**config.mk**
```make
export PLATFORM = sky130hd
export DESIGN_NAME = cpuutil_div
export DESIGN_NICKNAME = d
export VERILOG_FILES = /design/src/rtl/cpuutil_pkg.sv /design/src/rtl/cpuutil_div.sv
export SDC_FILE = /design/constraint.sdc
export NUM_CORES = 1
export LEC_CHECK = 0
export BUFFER_PORTS_ARGS = -buffer_cell sky130_fd_sc_hd__buf_2
export CAP_MARGIN = 15
export CORE_ASPECT_RATIO = 1.1
export CORE_MARGIN = 10
export CORE_UTILIZATION = 23
export DETAILED_ROUTE_END_ITERATION = 12
export GPL_ROUTABILITY_DRIVEN = 0
export PLACE_DENSITY = 0.4
export SKIP_CTS_REPAIR_TIMING = 1
export SLEW_MARGIN = 20
export SYNTH_ARGS = -nofsm -noshare
export SYNTH_HDL_FRONTEND = slang
export SYNTH_SLANG_ARGS = --single-unit
```
**constraint.sdc**
```tcl
create_clock -name clk -period 6.7 [get_ports clk]
set_input_delay 0.335 -clock clk [delete_from_list [all_inputs] [get_ports clk]]
set_output_delay 0.335 -clock clk [all_outputs]
set_load 0.01 [all_outputs]
```
**src/rtl/cpuutil_pkg.sv**
```systemverilog
// shared types, constants and saturating helpers for the cpu utilization block
package cpuutil_pkg;

	localparam int CORE_SLOTS = 64;
	localparam int CORE_W    = 6;
	localparam int CNT_W     = 64;
	localparam int N_CNT     = 10;
	localparam int PCT_W     = 15;
	localparam int DIV_STEPS = 15;
	// busy * 100 fits in 71 bits
	localparam int PROD_W    = CNT_W + 7;

	localparam logic [PCT_W-1:0] FULL_SCALE = PCT_W'(25600);

	// per-core counter slots, also the order of the deltas on the output
	localparam int CNT_USER    = 0;
	localparam int CNT_NICE    = 1;
	localparam int CNT_SYSTEM  = 2;
	localparam int CNT_SYSALL  = 3;
	localparam int CNT_IDLE    = 4;
	localparam int CNT_IOWAIT  = 5;
	localparam int CNT_IRQ     = 6;
	localparam int CNT_SOFTIRQ = 7;
	localparam int CNT_STEAL   = 8;
	localparam int CNT_TOTAL   = 9;

	// input sample slots in s_tdata
	localparam int IN_USER    = 0;
	localparam int IN_NICE    = 1;
	localparam int IN_SYSTEM  = 2;
	localparam int IN_IDLE    = 3;
	localparam int IN_IOWAIT  = 4;
	localparam int IN_IRQ     = 5;
	localparam int IN_SOFTIRQ = 6;
	localparam int IN_STEAL   = 7;
	localparam int IN_GUEST   = 8;
	localparam int IN_GNICE   = 9;

	typedef logic [CNT_W-1:0] cnt_t;

	typedef struct packed {
		logic [PCT_W-1:0]            held;
		logic [N_CNT-1:0][CNT_W-1:0] cnt;
	} entry_t;

	typedef struct packed {
		logic             done;
		logic [PCT_W-1:0] quot;
	} div_res_t;

	function automatic cnt_t sat_add(input cnt_t a, input cnt_t b);
		logic [CNT_W:0] s;
		s = {1'b0, a} + {1'b0, b};
		return s[CNT_W] ? '1 : s[CNT_W-1:0];
	endfunction

	function automatic cnt_t sat_sub(input cnt_t a, input cnt_t b);
		return (a > b) ? (a - b) : '0;
	endfunction

endpackage

```
**src/rtl/cpuutil_div.sv**
```systemverilog
// iterative busy share unit: floor(busy*25600/total), clamped to full scale
module cpuutil_div import cpuutil_pkg::*; (
	input  logic     clk,
	input  logic     arst_n,
	input  logic     start,
	input  cnt_t     busy,
	input  cnt_t     total,
	output div_res_t res
);

	localparam int DIVD_W = PROD_W + 8;
	localparam int STEP_W = $clog2(DIV_STEPS + 1);

	localparam logic [1:0] DV_IDLE = 2'd0;
	localparam logic [1:0] DV_MUL1 = 2'd1;
	localparam logic [1:0] DV_MUL2 = 2'd2;
	localparam logic [1:0] DV_LOOP = 2'd3;

	logic [1:0]           st_q;
	logic [STEP_W-1:0]    step_q;
	logic                 done_q;
	cnt_t                 b_q;
	cnt_t                 t_q;
	logic [PROD_W-1:0]    prod_q;
	cnt_t                 rem_q;
	logic [DIV_STEPS-1:0] sh_q;
	logic [PCT_W-1:0]     quot_q;

	logic [PROD_W-1:0] prod_next;
	logic [DIVD_W-1:0] divd;
	logic [CNT_W:0]    trial;
	logic              ge;

	// busy * 100 = (b << 6) + (b << 5) + (b << 2); the * 256 is a shift
	assign prod_next = prod_q + (PROD_W'(b_q) << 2);
	assign divd      = {prod_next, 8'b0};
	assign trial     = {rem_q, sh_q[DIV_STEPS-1]};
	assign ge        = trial >= {1'b0, t_q};

	always_ff @(posedge clk or negedge arst_n) begin
		if (!arst_n) begin
			st_q   <= DV_IDLE;
			step_q <= '0;
			done_q <= 1'b0;
		end else begin
			done_q <= 1'b0;
			case (st_q)
				DV_IDLE: begin
					if (start) begin
						if (busy >= total) begin
							done_q <= 1'b1;
						end else begin
							st_q <= DV_MUL1;
						end
					end
				end
				DV_MUL1: st_q <= DV_MUL2;
				DV_MUL2: begin
					st_q   <= DV_LOOP;
					step_q <= '0;
				end
				DV_LOOP: begin
					step_q <= step_q + 1'b1;
					if (step_q == STEP_W'(DIV_STEPS - 1)) begin
						st_q   <= DV_IDLE;
						done_q <= 1'b1;
					end
				end
				default: st_q <= DV_IDLE;
			endcase
		end
	end

	always_ff @(posedge clk) begin
		case (st_q)
			DV_IDLE: begin
				if (start) begin
					b_q    <= busy;
					t_q    <= total;
					quot_q <= FULL_SCALE;
				end
			end
			DV_MUL1: prod_q <= (PROD_W'(b_q) << 6) + (PROD_W'(b_q) << 5);
			DV_MUL2: begin
				// quotient fits in 15 bits, so the top part is already below total
				rem_q  <= divd[DIVD_W-1:DIV_STEPS];
				sh_q   <= divd[DIV_STEPS-1:0];
				quot_q <= '0;
			end
			DV_LOOP: begin
				rem_q  <= ge ? CNT_W'(trial - {1'b0, t_q}) : trial[CNT_W-1:0];
				sh_q   <= sh_q << 1;
				quot_q <= {quot_q[PCT_W-2:0], ge};
			end
			default: ;
		endcase
	end

	assign res.done = done_q;
	assign res.quot = quot_q;

endmodule

```
==> results by stage <==
GRT:
- The total overflow left after global routing is 0.
- The first global-routing pass estimated 120,000 µm of wire.
- The maximum number of pins on one net before global-route repair is 77.
- In the global route stage, overall resource usage came out at 13.3%.
- The number of global-route vias before repair is 19.8k.
- The number of antenna violations at the first check in global routing was 0.

Timing:
- Across the routed clock network, the largest skew measured is 0.0239 ns.
- Setup violations remaining at the end of the flow were counted as 0.
- For the pin with the worst max-slew slack, the measured transition is 1.07 ns.
- After layout, the worst path uses 72.0% of the clock period.
- The post-layout minimum cycle time is 4.83 ns.
- The hold violation total from the final report came to 0.
- Setup repair after global routing left no endpoint under its margin.
- The count of final max-slew check failures came to 0.
- The worst relative slew slack is 28.4%.
- The total negative slack is 0 ns.
- For this run, the top clock speed supported by timing is 207 MHz.

Routing:
- The mean routed wirelength per cell is 19.6 µm.
- The detailed router finished its first iteration with 1,276 violations.
- After detailed routing, the number of vias per cell comes to 4.90.
- Before antenna repair, the detailed router went through 5 iterations.
- The remaining antenna violation count after routing is 0.
- The residual DRC count is 0.
- The final layout contains routed wiring with a total length of 79,300 µm.
- The routed layout has 19.8k vias.

Critical path:
- The startpoint identified for the worst register-to-register timing path is rem_q[38].
- The type of the worst setup path is reg2reg.
- For flop-to-flop paths, the worst setup slack is 1.87 ns.
- In this design, the critical path's most frequently occurring cell is a21oi_1.
- Data on the critical path is required at its endpoint by 6.98 ns.
- The library cell contributing the largest single delay on the critical path is nand2_2.
- In this run the critical register-to-register path is captured at rem_q[16].
- The worst setup path is launched from a flop.
- On the worst path, the slowest cell contributes a delay of 0.82 ns.
- On the critical path the largest part of the delay comes from simple AND/OR/NAND/NOR gates.
- The critical path crosses 12 cells after its start point.
- The number of cell instances on the worst register-to-register path is 12.
- The critical path buffer and inverter count is 2.
- The signal arrival time at the worst endpoint is 5.11 ns.
- The worst setup path is captured at a flop.
- In this run the worst path has a maximum fanout of 49.
- The critical path goes through ha_1 -> nand2_1 -> nor4_1 -> inv_1 -> nor3b_1 -> o211ai_1 -> a21oi_2 -> o211ai_4 -> nand2_2 -> inv_2 -> a21oi_1 -> a21oi_1.

Pwr:
- Across the VDD grid, the largest voltage drop is 292 µV.
- The standby leakage power is 11.6 nW.
- The net load switching power is 6.26 mW.
- Dividing total power by cell area gives a power density of 488 nW/µm².
- The internal portion of the total power is 7.22 mW.
- The clock network burns 15.5% of the power.
- Per report_power, the sequential group accounts for 24.7% of the total.
- The share of power burned in combinational logic is 59.7%.
- Net switching is 46.5% of the power.

Synth:
- The synthesized design contains 278 enable-type register cells.
- The number of synthesized register bits is 285.
- The number of nets produced by synthesis is 2,908.
- During synthesis, Yosys emitted a total of 0 warnings.
- The post-synthesis instance total is 2,513.
- In this run the cell area of the synthesized design comes to 23,300 µm².
- For this run, the leading register cell type out of synthesis is edfxtp_1.
- The synthesized area per cell is 9.26 µm².
- The synthesized netlist contains 95 unique library cells.
- The sequential cell area fraction in the yosys report is 36.6%.
- The async set-reset flop share out of synthesis is 2.46%.

Hold path:
- The startpoint of the lowest-slack hold path is total[38].
- The class of the most critical hold timing path is in2reg.
- The worst hold path terminates at t_q[38].
- The number of instances on the worst hold path is 1.

CTS:
- The longest clock path from root to sink contains 3 buffers.
- Clock tree synthesis inserted a total of 39 buffers.
- The clock network latency to the later pin of the worst-skew pair is 0.58 ns.
- Counting every sink on the clock net gives 285.
- CTS built an H-tree with a depth of 2.
- In this run the clock root is driven by a clkbuf_16.
- Clock-pin slew was measured on the worst setup and hold paths at 0.06 ns.
- The CTS tree is yes.

Die:
- 147 I/O pins were placed.
- The floorplan die width is 323 µm.
- The core region is 100,000 µm².
- In this run the vertical extent of the chip is 354 µm.
- The standard-cell row count is 122.
- The floorplan die area is 114,000 µm².
- The initial cell density of the core is 23.2%.

Layout:
- Fill cells in the final layout number 10.7k.
- From synthesis to final layout, the design area changed by 18.6%.
- The finished cells cover 27,600 µm².
- The post-route netlist has 9.84% of its cells at a drive strength greater than 1.
- The net count reported at finish is 3,112.
- The number of inserted diodes is 0.

Placed design:
- The HPWL after detailed placement is 62,800 µm.
- Once placement finished, the instance area stood at 25,300 µm².
- The number of buffers inserted by port buffering is 146.

Status:
- The flow ran to the end, and the final reports show no timing, DRC or antenna violations.

Job:
- The number of max-cap violations is 0.
-- cell type report --
cell class	instances	area, µm²	area share [%]
inverters	197	739	2.68
flip-flops and latches	285	8520	30.9
multi-input cells	1928	13600	49.2
clock buffers	42	987	3.58
repair buffers	266	1900	6.90
well taps	1302	1630	5.90
clock inverters	26	241	0.875
-- kinds of logic after synthesis --
logic type,share of synthesized area (%)
AO/OA/AOI/OAI,23.2
buffers and inverters,5.09
XOR/XNOR,6.44
adder cells (fa/ha/maj),14.3
AND/OR/NAND/NOR,13.3
multiplexers,0.958
flip-flops,36.6
-- metrics by stage --
step	total power [mW]	std cells	setup slack, ns	hold slack (ns)	utilization, %
2_1_floorplan	9.14	2513	2.56	0.0394	-
3_3_place_gp	11.4	3869	1.87	0.180	25.2
3_5_place_dp	11.4	3869	1.82	0.184	25.2
4_1_cts	13.5	3937	1.80	-0.454	26.4
5_1_grt	14.6	4046	1.46	0.000385	27.5
6_report	13.5	4046	1.87	0.00733	27.5
-- sequential cells by signal (all words and copies together) (netlist names) --
register,cells
b_q,64
sh_q,5
step_q,4
t_q,64
done_q,1
st_q,2
prod_q,66
quot_q,15
rem_q,64
-- placed cells by master (no fill, tap or decap), drive strengths merged, types with 18 or more instances in the layout --
cell type / instances
edfxtp: 278
ha: 261
a21oi: 237
nand2: 232
inv: 198
o21ai: 163
buf: 157
a21o: 150
nor2: 129
dlygate4sd3: 109
xnor2: 105
nand4: 66
xor2: 66
nand3: 56
a31oi: 50
o21bai: 43
clkbuf: 42
o211ai: 37
nor3: 33
a211oi: 30
and2: 24
o21a: 23
nor2b: 21
and3: 18
clkinv: 18
-- power by group through the flow --
stage / Clock (mW) / Combinational, mW / Sequential [mW]
6_report: 2.09 / 8.05 / 3.33
5_1_grt: 2.23 / 8.95 / 3.40
4_1_cts: 2.16 / 8.04 / 3.35
3_5_place_dp: 0 / 7.99 / 3.37
3_3_place_gp: 0 / 8.00 / 3.37
2_1_floorplan: 0 / 5.84 / 3.30
-- cell usage after synthesis, types with 4 or more instances --
master	n	area (µm²)
edfxtp_1	278	8350
ha_1	261	3270
a21oi_1	234	1170
nand2_1	230	863
inv_1	195	732
a21o_1	150	1130
o21ai_0	146	731
nor2_1	129	484
xnor2_1	105	920
clkbuf_1	73	274
nand4_1	66	413
xor2_1	66	578
nand3_1	55	275
a31oi_1	48	300
o21bai_1	43	323
o211ai_1	36	270
nor3_1	31	155
a211oi_1	29	218
and2_1	24	150
o21a_1	23	173
nor2b_1	21	131
and3_1	18	113
buf_2	16	80.1
nand2b_1	15	93.8
o21ai_1	13	65.1
nor4_1	12	75.1
mux2i_1	11	110
or3_1	11	68.8
buf_4	9	67.6
o31a_1	9	78.8
o31ai_1	9	67.6
a221oi_1	8	70.1
mux2_2	8	90.1
dfrtp_1	7	175
o2111ai_1	6	52.6
or2_2	6	37.5
a21boi_0	5	37.5
a221o_1	5	50.1
a31o_2	4	35.0
o21ai_2	4	35.0
o221ai_1	4	35.0
or4_1	4	30.0
-- per-layer routing --
metal / share of wire (%) / vias up / GRT usage [%]
met5: 0 / - / 0
met4: 2.9 / 0 / 3.94
met3: 3.3 / 101 / 1.60
met2: 50 / 385 / 23.9
met1: 44 / 9607 / 16.5
li1: - / 9729 / -
-- how the worst max path moves through the flow --
stage	from	end	slack (ns)
2_1_floorplan	st_q[0]	b_q[0]	2.56
3_3_place_gp	rem_q[38]	rem_q[48]	1.87
3_5_place_dp	rem_q[38]	rem_q[16]	1.82
4_1_cts	rem_q[38]	rem_q[16]	1.80
5_1_grt	rem_q[38]	rem_q[16]	1.46
6_report	rem_q[38]	rem_q[16]	1.87
Power figures use the tool's default switching activity.
